<file path="src/rtl/i2ccrb_pkg.sv">
// Shared definitions for the I2C controller register block.
// Register offsets, status and control bit positions, and the result type.
// No dependencies.
package i2ccrb_pkg;

    localparam int unsigned DATA_W = 32;
    localparam int unsigned OFS_W  = 8;
    localparam int unsigned TXB_W  = 8;

    // Register offsets
    localparam logic [OFS_W-1:0] OFS_CTRL1   = 8'h00;
    localparam logic [OFS_W-1:0] OFS_CTRL2   = 8'h04;
    localparam logic [OFS_W-1:0] OFS_OAR1    = 8'h08;
    localparam logic [OFS_W-1:0] OFS_OAR2    = 8'h0C;
    localparam logic [OFS_W-1:0] OFS_TIMING  = 8'h10;
    localparam logic [OFS_W-1:0] OFS_TIMEOUT = 8'h14;
    localparam logic [OFS_W-1:0] OFS_STATUS  = 8'h18;
    localparam logic [OFS_W-1:0] OFS_CLEAR   = 8'h1C;
    localparam logic [OFS_W-1:0] OFS_PEC     = 8'h20;
    localparam logic [OFS_W-1:0] OFS_RXDATA  = 8'h24;
    localparam logic [OFS_W-1:0] OFS_TXDATA  = 8'h28;

    // Access kinds
    localparam logic REQ_READ  = 1'b0;
    localparam logic REQ_WRITE = 1'b1;

    // Status bits
    localparam logic [DATA_W-1:0] STATUS_RESET = 32'h0000_0001;
    localparam logic [DATA_W-1:0] ST_TXE   = 32'h0000_0001;
    localparam logic [DATA_W-1:0] ST_TXIS  = 32'h0000_0002;
    localparam logic [DATA_W-1:0] ST_RXNE  = 32'h0000_0004;
    localparam logic [DATA_W-1:0] ST_STOPF = 32'h0000_0020;
    localparam logic [DATA_W-1:0] ST_BUSY  = 32'h0000_8000;

    // Control bit positions
    localparam int unsigned CR1_PE_BIT     = 0;
    localparam int unsigned CR1_TXIE_BIT   = 1;
    localparam int unsigned CR1_STOPIE_BIT = 5;
    localparam int unsigned CR2_START_BIT  = 13;
    localparam int unsigned CR2_STOP_BIT   = 14;

    typedef struct packed {
        logic [DATA_W-1:0] read_data;
        logic              irq_raise;
    } rsp_t;

endpackage

</file>
<file path="src/rtl/i2ccrb_if.sv">
// Valid/ready channel interfaces for the I2C controller register block.
// Depends on i2ccrb_pkg for field widths.
interface i2ccrb_req_if;
    logic                             valid;
    logic                             ready;
    logic                             req_type;
    logic [i2ccrb_pkg::OFS_W-1:0]     reg_offset;
    logic [i2ccrb_pkg::DATA_W-1:0]    write_data;

    modport source (output valid, output req_type, output reg_offset, output write_data,
                    input ready);
    modport sink   (input valid, input req_type, input reg_offset, input write_data,
                    output ready);
endinterface

interface i2ccrb_rsp_if;
    logic                             valid;
    logic                             ready;
    logic [i2ccrb_pkg::DATA_W-1:0]    read_data;
    logic                             irq_raise;

    modport source (output valid, output read_data, output irq_raise, input ready);
    modport sink   (input valid, input read_data, input irq_raise, output ready);
endinterface

</file>
<file path="src/rtl/i2c_controller_register_block.sv">
// Register file of an I2C controller: decodes one bus access per transaction.
// Depends on i2ccrb_pkg and the channel interfaces in i2ccrb_if.sv.
//
//   channel | dir | payload                                 | handshake
//   --------+-----+-----------------------------------------+-------------
//   req     | in  | req_type, reg_offset, write_data        | valid/ready
//   rsp     | out | read_data, irq_raise                    | valid/ready
//
// One access per cycle while req.ready is high: decode and register update finish
// in the accept cycle; the result is registered in the output or the skid register.
// Register state commits at acceptance; results queue in an output register
// plus a one-entry skid register, so req stays ready while one result waits.
// req.ready drops only when both are full; it is a register, not a path from rsp.ready.
// Asynchronous active-low reset: status reads 1, other state 0; result data not reset.
module i2c_controller_register_block
(
    input  logic                clk,
    input  logic                rst_n,
    i2ccrb_req_if.sink          req,
    i2ccrb_rsp_if.source        rsp
);

    logic [i2ccrb_pkg::DATA_W-1:0] ctrl1_reg, ctrl1_next;
    logic [i2ccrb_pkg::DATA_W-1:0] ctrl2_reg, ctrl2_next;
    logic [i2ccrb_pkg::DATA_W-1:0] oar1_reg, oar1_next;
    logic [i2ccrb_pkg::DATA_W-1:0] oar2_reg, oar2_next;
    logic [i2ccrb_pkg::DATA_W-1:0] timing_reg, timing_next;
    logic [i2ccrb_pkg::DATA_W-1:0] timeout_reg, timeout_next;
    logic [i2ccrb_pkg::DATA_W-1:0] status_reg, status_next;
    logic [i2ccrb_pkg::TXB_W-1:0]  txbyte_reg, txbyte_next;

    i2ccrb_pkg::rsp_t result;
    i2ccrb_pkg::rsp_t out_reg, out_next;
    i2ccrb_pkg::rsp_t skid_reg, skid_next;
    logic             out_valid_reg, out_valid_next;
    logic             skid_valid_reg, skid_valid_next;
    logic             accept;
    logic             out_stall;

    assign req.ready = !skid_valid_reg;
    assign accept    = req.valid && req.ready;
    assign out_stall = out_valid_reg && !rsp.ready;

    assign rsp.valid     = out_valid_reg;
    assign rsp.read_data = out_reg.read_data;
    assign rsp.irq_raise = out_reg.irq_raise;

    // Decode and register update
    always_comb
    begin
        logic [i2ccrb_pkg::DATA_W-1:0] st;
        st           = status_reg;
        ctrl1_next   = ctrl1_reg;
        ctrl2_next   = ctrl2_reg;
        oar1_next    = oar1_reg;
        oar2_next    = oar2_reg;
        timing_next  = timing_reg;
        timeout_next = timeout_reg;
        txbyte_next  = txbyte_reg;
        result       = '0;

        if (req.req_type == i2ccrb_pkg::REQ_WRITE)
        begin
            unique case (req.reg_offset)
                i2ccrb_pkg::OFS_CTRL1:
                begin
                    ctrl1_next = req.write_data;
                    if (!req.write_data[i2ccrb_pkg::CR1_PE_BIT])
                    begin
                        st = i2ccrb_pkg::STATUS_RESET;
                    end
                end
                i2ccrb_pkg::OFS_CTRL2:
                begin
                    ctrl2_next = req.write_data;
                    // START first, then STOP
                    if (req.write_data[i2ccrb_pkg::CR2_START_BIT])
                    begin
                        st = (st | i2ccrb_pkg::ST_BUSY | i2ccrb_pkg::ST_TXIS)
                             & ~i2ccrb_pkg::ST_STOPF;
                    end
                    if (req.write_data[i2ccrb_pkg::CR2_STOP_BIT])
                    begin
                        st = (st & ~i2ccrb_pkg::ST_BUSY) | i2ccrb_pkg::ST_STOPF;
                        result.irq_raise = ctrl1_reg[i2ccrb_pkg::CR1_STOPIE_BIT];
                    end
                end
                i2ccrb_pkg::OFS_OAR1:    oar1_next    = req.write_data;
                i2ccrb_pkg::OFS_OAR2:    oar2_next    = req.write_data;
                i2ccrb_pkg::OFS_TIMING:  timing_next  = req.write_data;
                i2ccrb_pkg::OFS_TIMEOUT: timeout_next = req.write_data;
                i2ccrb_pkg::OFS_CLEAR:   st = st & ~req.write_data;
                i2ccrb_pkg::OFS_TXDATA:
                begin
                    txbyte_next = req.write_data[i2ccrb_pkg::TXB_W-1:0];
                    st = st | i2ccrb_pkg::ST_TXE | i2ccrb_pkg::ST_TXIS;
                    result.irq_raise = ctrl1_reg[i2ccrb_pkg::CR1_TXIE_BIT];
                end
                default: ;
            endcase
        end
        else
        begin
            unique case (req.reg_offset)
                i2ccrb_pkg::OFS_CTRL1:   result.read_data = ctrl1_reg;
                i2ccrb_pkg::OFS_CTRL2:   result.read_data = ctrl2_reg;
                i2ccrb_pkg::OFS_OAR1:    result.read_data = oar1_reg;
                i2ccrb_pkg::OFS_OAR2:    result.read_data = oar2_reg;
                i2ccrb_pkg::OFS_TIMING:  result.read_data = timing_reg;
                i2ccrb_pkg::OFS_TIMEOUT: result.read_data = timeout_reg;
                i2ccrb_pkg::OFS_STATUS:  result.read_data = status_reg;
                i2ccrb_pkg::OFS_RXDATA:  st = st & ~i2ccrb_pkg::ST_RXNE;
                i2ccrb_pkg::OFS_TXDATA:
                    result.read_data = {{(i2ccrb_pkg::DATA_W - i2ccrb_pkg::TXB_W){1'b0}},
                                        txbyte_reg};
                default: ;
            endcase
        end
        status_next = st;
    end

    // Output register and skid stage
    always_comb
    begin
        out_next        = out_reg;
        out_valid_next  = out_valid_reg;
        skid_next       = skid_reg;
        skid_valid_next = skid_valid_reg;
        if (out_stall)
        begin
            // hold the output; park a new result in the skid register
            if (accept)
            begin
                skid_next       = result;
                skid_valid_next = 1'b1;
            end
        end
        else if (skid_valid_reg)
        begin
            out_next        = skid_reg;
            out_valid_next  = 1'b1;
            skid_valid_next = 1'b0;
        end
        else
        begin
            out_next       = result;
            out_valid_next = accept;
        end
    end

    always_ff @(posedge clk or negedge rst_n)
    begin
        if (!rst_n)
        begin
            ctrl1_reg      <= '0;
            ctrl2_reg      <= '0;
            oar1_reg       <= '0;
            oar2_reg       <= '0;
            timing_reg     <= '0;
            timeout_reg    <= '0;
            status_reg     <= i2ccrb_pkg::STATUS_RESET;
            txbyte_reg     <= '0;
            out_valid_reg  <= 1'b0;
            skid_valid_reg <= 1'b0;
        end
        else
        begin
            if (accept)
            begin
                ctrl1_reg   <= ctrl1_next;
                ctrl2_reg   <= ctrl2_next;
                oar1_reg    <= oar1_next;
                oar2_reg    <= oar2_next;
                timing_reg  <= timing_next;
                timeout_reg <= timeout_next;
                status_reg  <= status_next;
                txbyte_reg  <= txbyte_next;
            end
            out_valid_reg  <= out_valid_next;
            skid_valid_reg <= skid_valid_next;
        end
    end

    always_ff @(posedge clk)
    begin
        out_reg  <= out_next;
        skid_reg <= skid_next;
    end

`ifndef SYNTH
    // The skid stage fills only behind a held output
    a_skid_behind_out: assert property (@(posedge clk) disable iff (!rst_n)
        skid_valid_reg |-> out_valid_reg)
        else $error("skid register valid while output register empty");

    // A read never raises the interrupt
    a_read_no_irq: assert property (@(posedge clk) disable iff (!rst_n)
        (accept && req.req_type == i2ccrb_pkg::REQ_READ) |-> !result.irq_raise)
        else $error("read access raised interrupt");

    // A transmit-data write leaves TXE and TXIS set
    a_tx_sets_flags: assert property (@(posedge clk) disable iff (!rst_n)
        (accept && req.req_type == i2ccrb_pkg::REQ_WRITE
         && req.reg_offset == i2ccrb_pkg::OFS_TXDATA)
        |=> (status_reg[1:0] == 2'b11))
        else $error("transmit write did not set TXE and TXIS");

    // A result presented under stall holds until taken
    a_out_hold: assert property (@(posedge clk) disable iff (!rst_n)
        out_stall |=> (out_valid_reg && $stable(out_reg)))
        else $error("stalled result changed");
`endif

endmodule
</file>
<file path="src/flat_wrapper.sv">
// flat-port wrapper written by rule: the top's interface ports become plain ports
module i2c_controller_register_block_flat 
  (clk, rst_n, req_valid, req_req_type, req_reg_offset, req_write_data, req_ready, rsp_valid, rsp_read_data, rsp_irq_raise, rsp_ready);
  i2ccrb_req_if req_i ();
  i2ccrb_rsp_if rsp_i ();
  input  logic clk;
  input  logic rst_n;
  input wire logic [$bits(req_i.valid)-1:0] req_valid;
  input wire logic [$bits(req_i.req_type)-1:0] req_req_type;
  input wire logic [$bits(req_i.reg_offset)-1:0] req_reg_offset;
  input wire logic [$bits(req_i.write_data)-1:0] req_write_data;
  output wire logic [$bits(req_i.ready)-1:0] req_ready;
  output wire logic [$bits(rsp_i.valid)-1:0] rsp_valid;
  output wire logic [$bits(rsp_i.read_data)-1:0] rsp_read_data;
  output wire logic [$bits(rsp_i.irq_raise)-1:0] rsp_irq_raise;
  input wire logic [$bits(rsp_i.ready)-1:0] rsp_ready;
  assign req_i.valid = req_valid;
  assign req_i.req_type = req_req_type;
  assign req_i.reg_offset = req_reg_offset;
  assign req_i.write_data = req_write_data;
  assign req_ready = req_i.ready;
  assign rsp_valid = rsp_i.valid;
  assign rsp_read_data = rsp_i.read_data;
  assign rsp_irq_raise = rsp_i.irq_raise;
  assign rsp_i.ready = rsp_ready;
  i2c_controller_register_block u_core (.clk(clk), .rst_n(rst_n), .req(req_i), .rsp(rsp_i));
endmodule
</file>
<file path="config.mk">
export PLATFORM = sky130hd
export DESIGN_NAME = i2c_controller_register_block_flat
export DESIGN_NICKNAME = d
export VERILOG_FILES = /design/src/rtl/i2ccrb_pkg.sv /design/src/rtl/i2ccrb_if.sv /design/src/rtl/i2c_controller_register_block.sv /design/src/flat_wrapper.sv
export SDC_FILE = /design/constraint.sdc
export NUM_CORES = 1
export LEC_CHECK = 0
export BUFFER_PORTS_ARGS = -buffer_cell sky130_fd_sc_hd__clkbuf_2
export CAP_MARGIN = 0
export CORE_UTILIZATION = 25
export CTS_CLUSTER_SIZE = 40
export DETAILED_ROUTE_END_ITERATION = 7
export PLACE_DENSITY = 0.38
export SYNTH_ARGS = -nofsm -noshare
export SYNTH_HDL_FRONTEND = slang
export SYNTH_SLANG_ARGS = --single-unit
</file>
<file path="constraint.sdc">
create_clock -name clk -period 4.1 [get_ports clk]
set_input_delay 0.205 -clock clk [delete_from_list [all_inputs] [get_ports clk]]
set_output_delay 0.205 -clock clk [all_outputs]
set_load 0.01 [all_outputs]
</file>
== After elaboration in Yosys (flattened, before gate mapping) ==
Index checks and enable logic that the tools add are counted.

* Memory bits (read-only): 0
* Latch bits: 0
* Memory bits (writable): 0
* Bits in registers: 300
* Output and inout bits: 35
* Word-level logic and storage cells: 70
* Memories kept: 0

* Mux-type cells: 15
* Equal/unequal tests: 15
* Order comparisons: 0
* Reduce and logical (&&, ||, !) cells: 20
* Divide/modulo/power cells: 0
* Multiply operators: 0
* Shift operators: 0
* Bitwise operators: 3
* Add/subtract/negate cells: 0

{| class="wikitable"
|+ Operators with widths
! cell !! count
|-
| $pmux 32 s8 || 1
|-
| $pmux 32 s4 || 1
|-
| $mux 32 || 3
|-
| $mux 33 || 1
|-
| $and 32x32->32 || 1
|-
| $eq 8x5->1 const B || 4
|-
| $mux 16 || 2
|-
| $not 32->32 || 1
|-
| $reduce_and 3->1 || 7
|-
| $eq 8x4->1 const B || 2
|-
| $eq 8x6->1 const B || 2
|-
| $reduce_and 5->1 || 2
|-
| $eq 8x3->1 const B || 1
|-
| $logic_not 8->1 || 1
|-
| $ne 3x3->1 const B || 2
|-
| $reduce_and 6->1 || 1
|-
| $mux 1 || 5
|-
| $ne 2x2->1 const B || 2
|-
| $ne 4x1->1 const B || 1
|-
| $reduce_and 4->1 || 1
|-
| $reduce_bool 4->1 || 1
|-
| $mux 3 || 1
|-
| $reduce_bool 3->1 || 1
|-
| $logic_and 1x1->1 || 2
|-
| 6 further kinds || 7
|}

== Depth between registers and ports, before layout ==
* Depth in word-level cells: 4
* Gate-level depth with buffers: 8

== Worst setup path after synthesis ==
Ideal clock, no wire load.

* Path type: register to register
* Start: reg u_core.out_valid_reg, in the netlist u_core.rsp.valid
* End: reg u_core.skid_reg[0] in the netlist's numbering, enable pin
* Library setup time: 423 ps
* Period minus slack after synthesis: 3124 ps
* Data arrival time: 2701 ps
* Setup slack: 976 ps
* Stages on the path, launching flop included: 3
* Path through: dfrtp_1 -> nand2b_1 -> nor2_1

* Cells in the longest elaborated chain, start to end: 2

{| class="wikitable"
|+ RTL lines
! item !! line !! text
|-
| start, declared || i2c_controller_register_block.sv:35 || <nowiki>logic out_valid_reg, out_valid_next;</nowiki>
|-
| start signal, assigned || i2c_controller_register_block.sv:179 || <nowiki>out_valid_reg <= out_valid_next;</nowiki>
|-
| $logic_and 1x1->1 || i2c_controller_register_block.sv:42 || <nowiki>assign out_stall = out_valid_reg && !rsp.ready;</nowiki>
|-
| $reduce_and 2->1 (no source line) || - ||
|-
| end signal, assigned || i2c_controller_register_block.sv:187 || <nowiki>skid_reg <= skid_next;</nowiki>
|-
| end, declared || i2c_controller_register_block.sv:34 || <nowiki>i2ccrb_pkg::rsp_t skid_reg, skid_next;</nowiki>
|}

Every way passes these cells.
A chain may end at the register's enable or synchronous reset.

== Worst setup path after layout ==
* Start: in req_reg_offset[2]
* End: reg u_core.out_reg, in the netlist u_core.rsp.read_data[18], data pin

* Cells in the longest elaborated chain, start to end: 4
* Elaborated cells on any way between the ends: 11
* Those cells by class: eq/ne (7); mux (3); reduce/logical (1)

{| class="wikitable"
|+ RTL lines
! item !! line !! text
|-
| start, declared || flat_wrapper.sv:10 || <nowiki>input wire logic [$bits(req_i.reg_offset)-1:0] req_reg_offset;</nowiki>
|-
| $eq 8x6->1 (tied with other cells) || i2c_controller_register_block.sv:104 || <nowiki>unique case (req.reg_offset)</nowiki>
|-
| $pmux 32 s8 * || i2c_controller_register_block.sv:104 ||
|-
| $mux 32 * || i2c_controller_register_block.sv:62 || <nowiki>if (req.req_type == i2ccrb_pkg::REQ_WRITE)</nowiki>
|-
| $mux 33 * || i2c_controller_register_block.sv:138 || <nowiki>else if (skid_valid_reg)</nowiki>
|-
| end signal, assigned || i2c_controller_register_block.sv:186 || <nowiki>out_reg <= out_next;</nowiki>
|-
| end, declared || i2c_controller_register_block.sv:33 || <nowiki>i2ccrb_pkg::rsp_t out_reg, out_next;</nowiki>
|}

Mark *: on every way between the ends. The rest lies on a longest branch, timed or not.

==> results.txt <==
- The flow ran to the end, and the final reports show no timing, DRC or antenna violations.
- Of the post-synthesis cell area, the dominant cell type holds 43.0%.
- Wires add up to 39.6 mm.
- Buffers inserted during clock tree synthesis total 36.
* Data required time of the worst path: 4.46 ns
* Post-route antenna net violation count: 0
* H-tree levels: 2
- In this run the power density over the cells is 427 mW/mm^2.
- Number of max-slew violations in the final report: 0
- In this run the worst hold path is classified as primary input to flop.
- Count of state elements after synthesis: 300
* Layout cell share with drive strength beyond 1: 37.2%
- Maximum vdd drop: 0.193 mV
- The endpoint identified for the worst register-to-register timing path is u_core.oar1_reg[12].
- Setup bufs post-CTS: 0
- DP Worst Slack: 1.11 ns
- Max-Slew Margin vs Limit: 19.0%
- Final count of hold timing violations: 0
- The most critical setup path has its endpoint at u_core.rsp.read_data[18].
- Setup violations remaining at the end of the flow were counted as 0.
- Gates resized during post-CTS repair numbered 0.
- Worst setup path start: req_reg_offset[2]
- Most used flip-flop cell after synthesis: sky130_fd_sc_hd__dfrtp_1
* Number of antenna violations at the first check in global routing: 1
- Effective utilization at floorplan: 25.3%
- In this run, the number of DRC markers left after iteration 0 of detailed routing was 400.
* Antenna Diode Count: 0
- Reg2Reg Depth: 5
- After synthesis, the share of flip-flops with an asynchronous set or reset is 78.0%.
* Cell types with the largest area share after synthesis: sky130_fd_sc_hd__dfrtp_1 43%, sky130_fd_sc_hd__mux2_2 20%, sky130_fd_sc_hd__edfxtp_1 15%
- For this run, the total global-route usage over all layers was measured as 14.5%.
- STA classifies the critical path startpoint as a primary input.
- Number of max-capacitance violations reported: 0
- Worst setup EP type: flop
- Sum of net half-perimeters after detailed placement: 25.0 mm
* Highest-count cells in the layout ignoring fill and taps: 239 x sky130_fd_sc_hd__mux2_2, 233 x sky130_fd_sc_hd__dfrtp_1, 88 x sky130_fd_sc_hd__nor2_1
* Routability congestion estimate from global placement: 0.764
- At the end of the flow the core is filled with cells to 29.9%.
* Number of flip-flops under the largest register name: 33
- The first global-routing pass estimated 60.8 mm of wire.
* Post-Syn Instances: 1033
- Number of design rule violations left after detail routing: 0
* Clock-pin transition on the worst setup and hold timing paths: 0.06 ns
* Mapped Area: 0.0136 sq mm
- TritonCTS built the clock tree.
- The worst path meets setup with 1.66 ns of slack.
- Vias in the first global route: 9075
- Using the TritonRoute via totals, the vias-per-cell ratio works out to 4.74.
* Time the worst path needs with I/O delays and setup: 2.44 ns
- Height of the die: 235 microns
- After the last flow step, the layout net total stands at 1159.
- Across all hold checks on the routed design, the worst slack comes to 0.0257 ns.
- Worst setup skew after layout: 0.0109 ns
- Mean area per synthesized cell: 13.1 sq um
- The synthesized design spends more area on one cell type than any other, namely sky130_fd_sc_hd__dfrtp_1.
- Summing over every cut layer, the via total after detailed routing is 8712.
- Cell count of the worst hold path: 2
* Highest attainable clock frequency: 410 MHz
- Post-route clock period utilization: 59.5%
* Post-Synthesis Net Count: 1078
- Across all register-to-register paths, the minimum setup slack is 1.73 ns.
* Number of buffers on the longest clock path: 3
* PortBufs: 79
- The core region is 0.0537 sq mm.
- First-pass DRT Iterations: 4
- Number of enable flip-flop cells after synthesis: 66
* Number of distinct library cells after synthesis: 57
- Most common cell after layout, fill and taps aside: sky130_fd_sc_hd__mux2_2
* # clock sinks: 300
- Of the synthesized area, sequential elements account for 57.8%.
- Setup repair after global routing left no endpoint under its margin.
- Clock root buffer master: sky130_fd_sc_hd__clkbuf_16
- The total overflow left after global routing is 0.
- The floorplan has 85 rows.
- Maximum number of pins on one net before global-route repair: 108
- Crit Reg-Reg Startpoint: u_core.skid_valid_reg
* WL per Instance: 21.6 microns
- The die covers 0.0552 sq mm.
- Of all nets on the critical path, the largest fanout is 20.
- Critical path data arrival time: 2.80 ns
- Die width: 235 microns
* Yosys warning total: 0
* IO Count: 80
* Worst-margin pin slew: 1.21 ns
- Leakage: 7.13 nW
- At the later pin of the worst-skew pair, clock insertion delay measures 0.53 ns.
- The critical path is of the primary input to flop type.
- Setup total negative slack: 0 ns
* Synth-to-Final Area Change: 18.5%
critical path: stages:
cell and delay, ns:
sky130_fd_sc_hd__buf_2 0.34, sky130_fd_sc_hd__nor3b_1 0.44, sky130_fd_sc_hd__nand2_1 0.82, sky130_fd_sc_hd__o31ai_1 0.57, sky130_fd_sc_hd__a21oi_1 0.17, sky130_fd_sc_hd__o31ai_1 0.23
metrics by stage:
stage               cell area [sq um]  power [mW]  std cells
global placement                14800        3.63       1766
detailed placement              14800        3.63       1766
global route                    16100        7.15       1837
finish                          16100        6.87       1837
floorplan                       13600        3.42       1033
CTS                             16100        6.99       1837
cells in the mapped netlist, types with 7 or more instances:
cell type	count
sky130_fd_sc_hd__o22ai_1	8
sky130_fd_sc_hd__o21a_1	27
sky130_fd_sc_hd__buf_1	8
sky130_fd_sc_hd__nand2_1	48
sky130_fd_sc_hd__nand4_1	13
sky130_fd_sc_hd__nor2_1	90
sky130_fd_sc_hd__o311a_1	10
sky130_fd_sc_hd__mux2i_1	51
sky130_fd_sc_hd__a32oi_1	16
sky130_fd_sc_hd__o21ai_1	30
sky130_fd_sc_hd__o31ai_1	13
sky130_fd_sc_hd__buf_2	27
sky130_fd_sc_hd__nor3_1	16
sky130_fd_sc_hd__a311oi_1	7
sky130_fd_sc_hd__edfxtp_1	66
sky130_fd_sc_hd__a22oi_1	8
sky130_fd_sc_hd__mux2_2	239
sky130_fd_sc_hd__dfrtp_1	233
sky130_fd_sc_hd__clkbuf_1	33
sky130_fd_sc_hd__nand3_1	14
sky130_fd_sc_hd__a221oi_1	8
power by group:
group          switching, mW  internal (mW)
clock                   1.28           2.02
sequential            0.0328           3.14
combinational          0.267          0.129
layout make-up:
| cell class | count | area (sq um) |
|---|---|---|
| fill | 5421 | 37600 |
| sequential | 300 | 7840 |
| multi-input combinational | 657 | 5420 |
| clock buffer | 52 | 1040 |
| tap | 696 | 871 |
| timing repair buffer | 117 | 721 |
| clock inverter | 13 | 169 |
| inverter | 2 | 7.51 |
how the worst min path moves through the flow:
| stage | from | endpoint | slack, ns |
|---|---|---|---|
| 2_1_floorplan | rst_n | u_core.ctrl1_reg[0] | -0.09 |
| 3_3_place_gp | rst_n | u_core.timeout_reg[19] | 0.35 |
| 3_5_place_dp | rst_n | u_core.timeout_reg[19] | 0.34 |
| 4_1_cts | req_write_data[25] | u_core.ctrl2_reg[25] | 0.005 |
| 5_1_grt | req_write_data[25] | u_core.ctrl2_reg[25] | 0.02 |
| 6_report | req_write_data[25] | u_core.ctrl2_reg[25] | 0.03 |
per-layer routing:
metal  part of all wire (%)  up-vias  wire length [microns]  global-route usage [%]
met3                    4.1       47                   1640                    2.41
met1                     49     4518                  19300                    20.7
met5                  0.033        -                     13                       0
li1                       -     3988                      -                       -
met2                     46      157                  18100                    22.6
met4                    1.6        2                    650                    3.67
repair_timing:
action | CTS | global route
hold endpoints to repair | 114 | 0
hold buffers | 6 | 0
setup endpoints to repair | 0 | 0
logic make-up (layout without fill, tap and decap cells):
logic type / count (synthesis) / in the layout / synth area share [%]
buf+inv: 76 / 184 / 2.60
compound gates: 154 / 154 / 8.50
mux: 292 / 292 / 23.8
simple gates: 210 / 210 / 7.29
xor+xnor: 1 / 1 / 0.0646
flops: 300 / 300 / 57.8
Power figures use the tool's default switching activity.
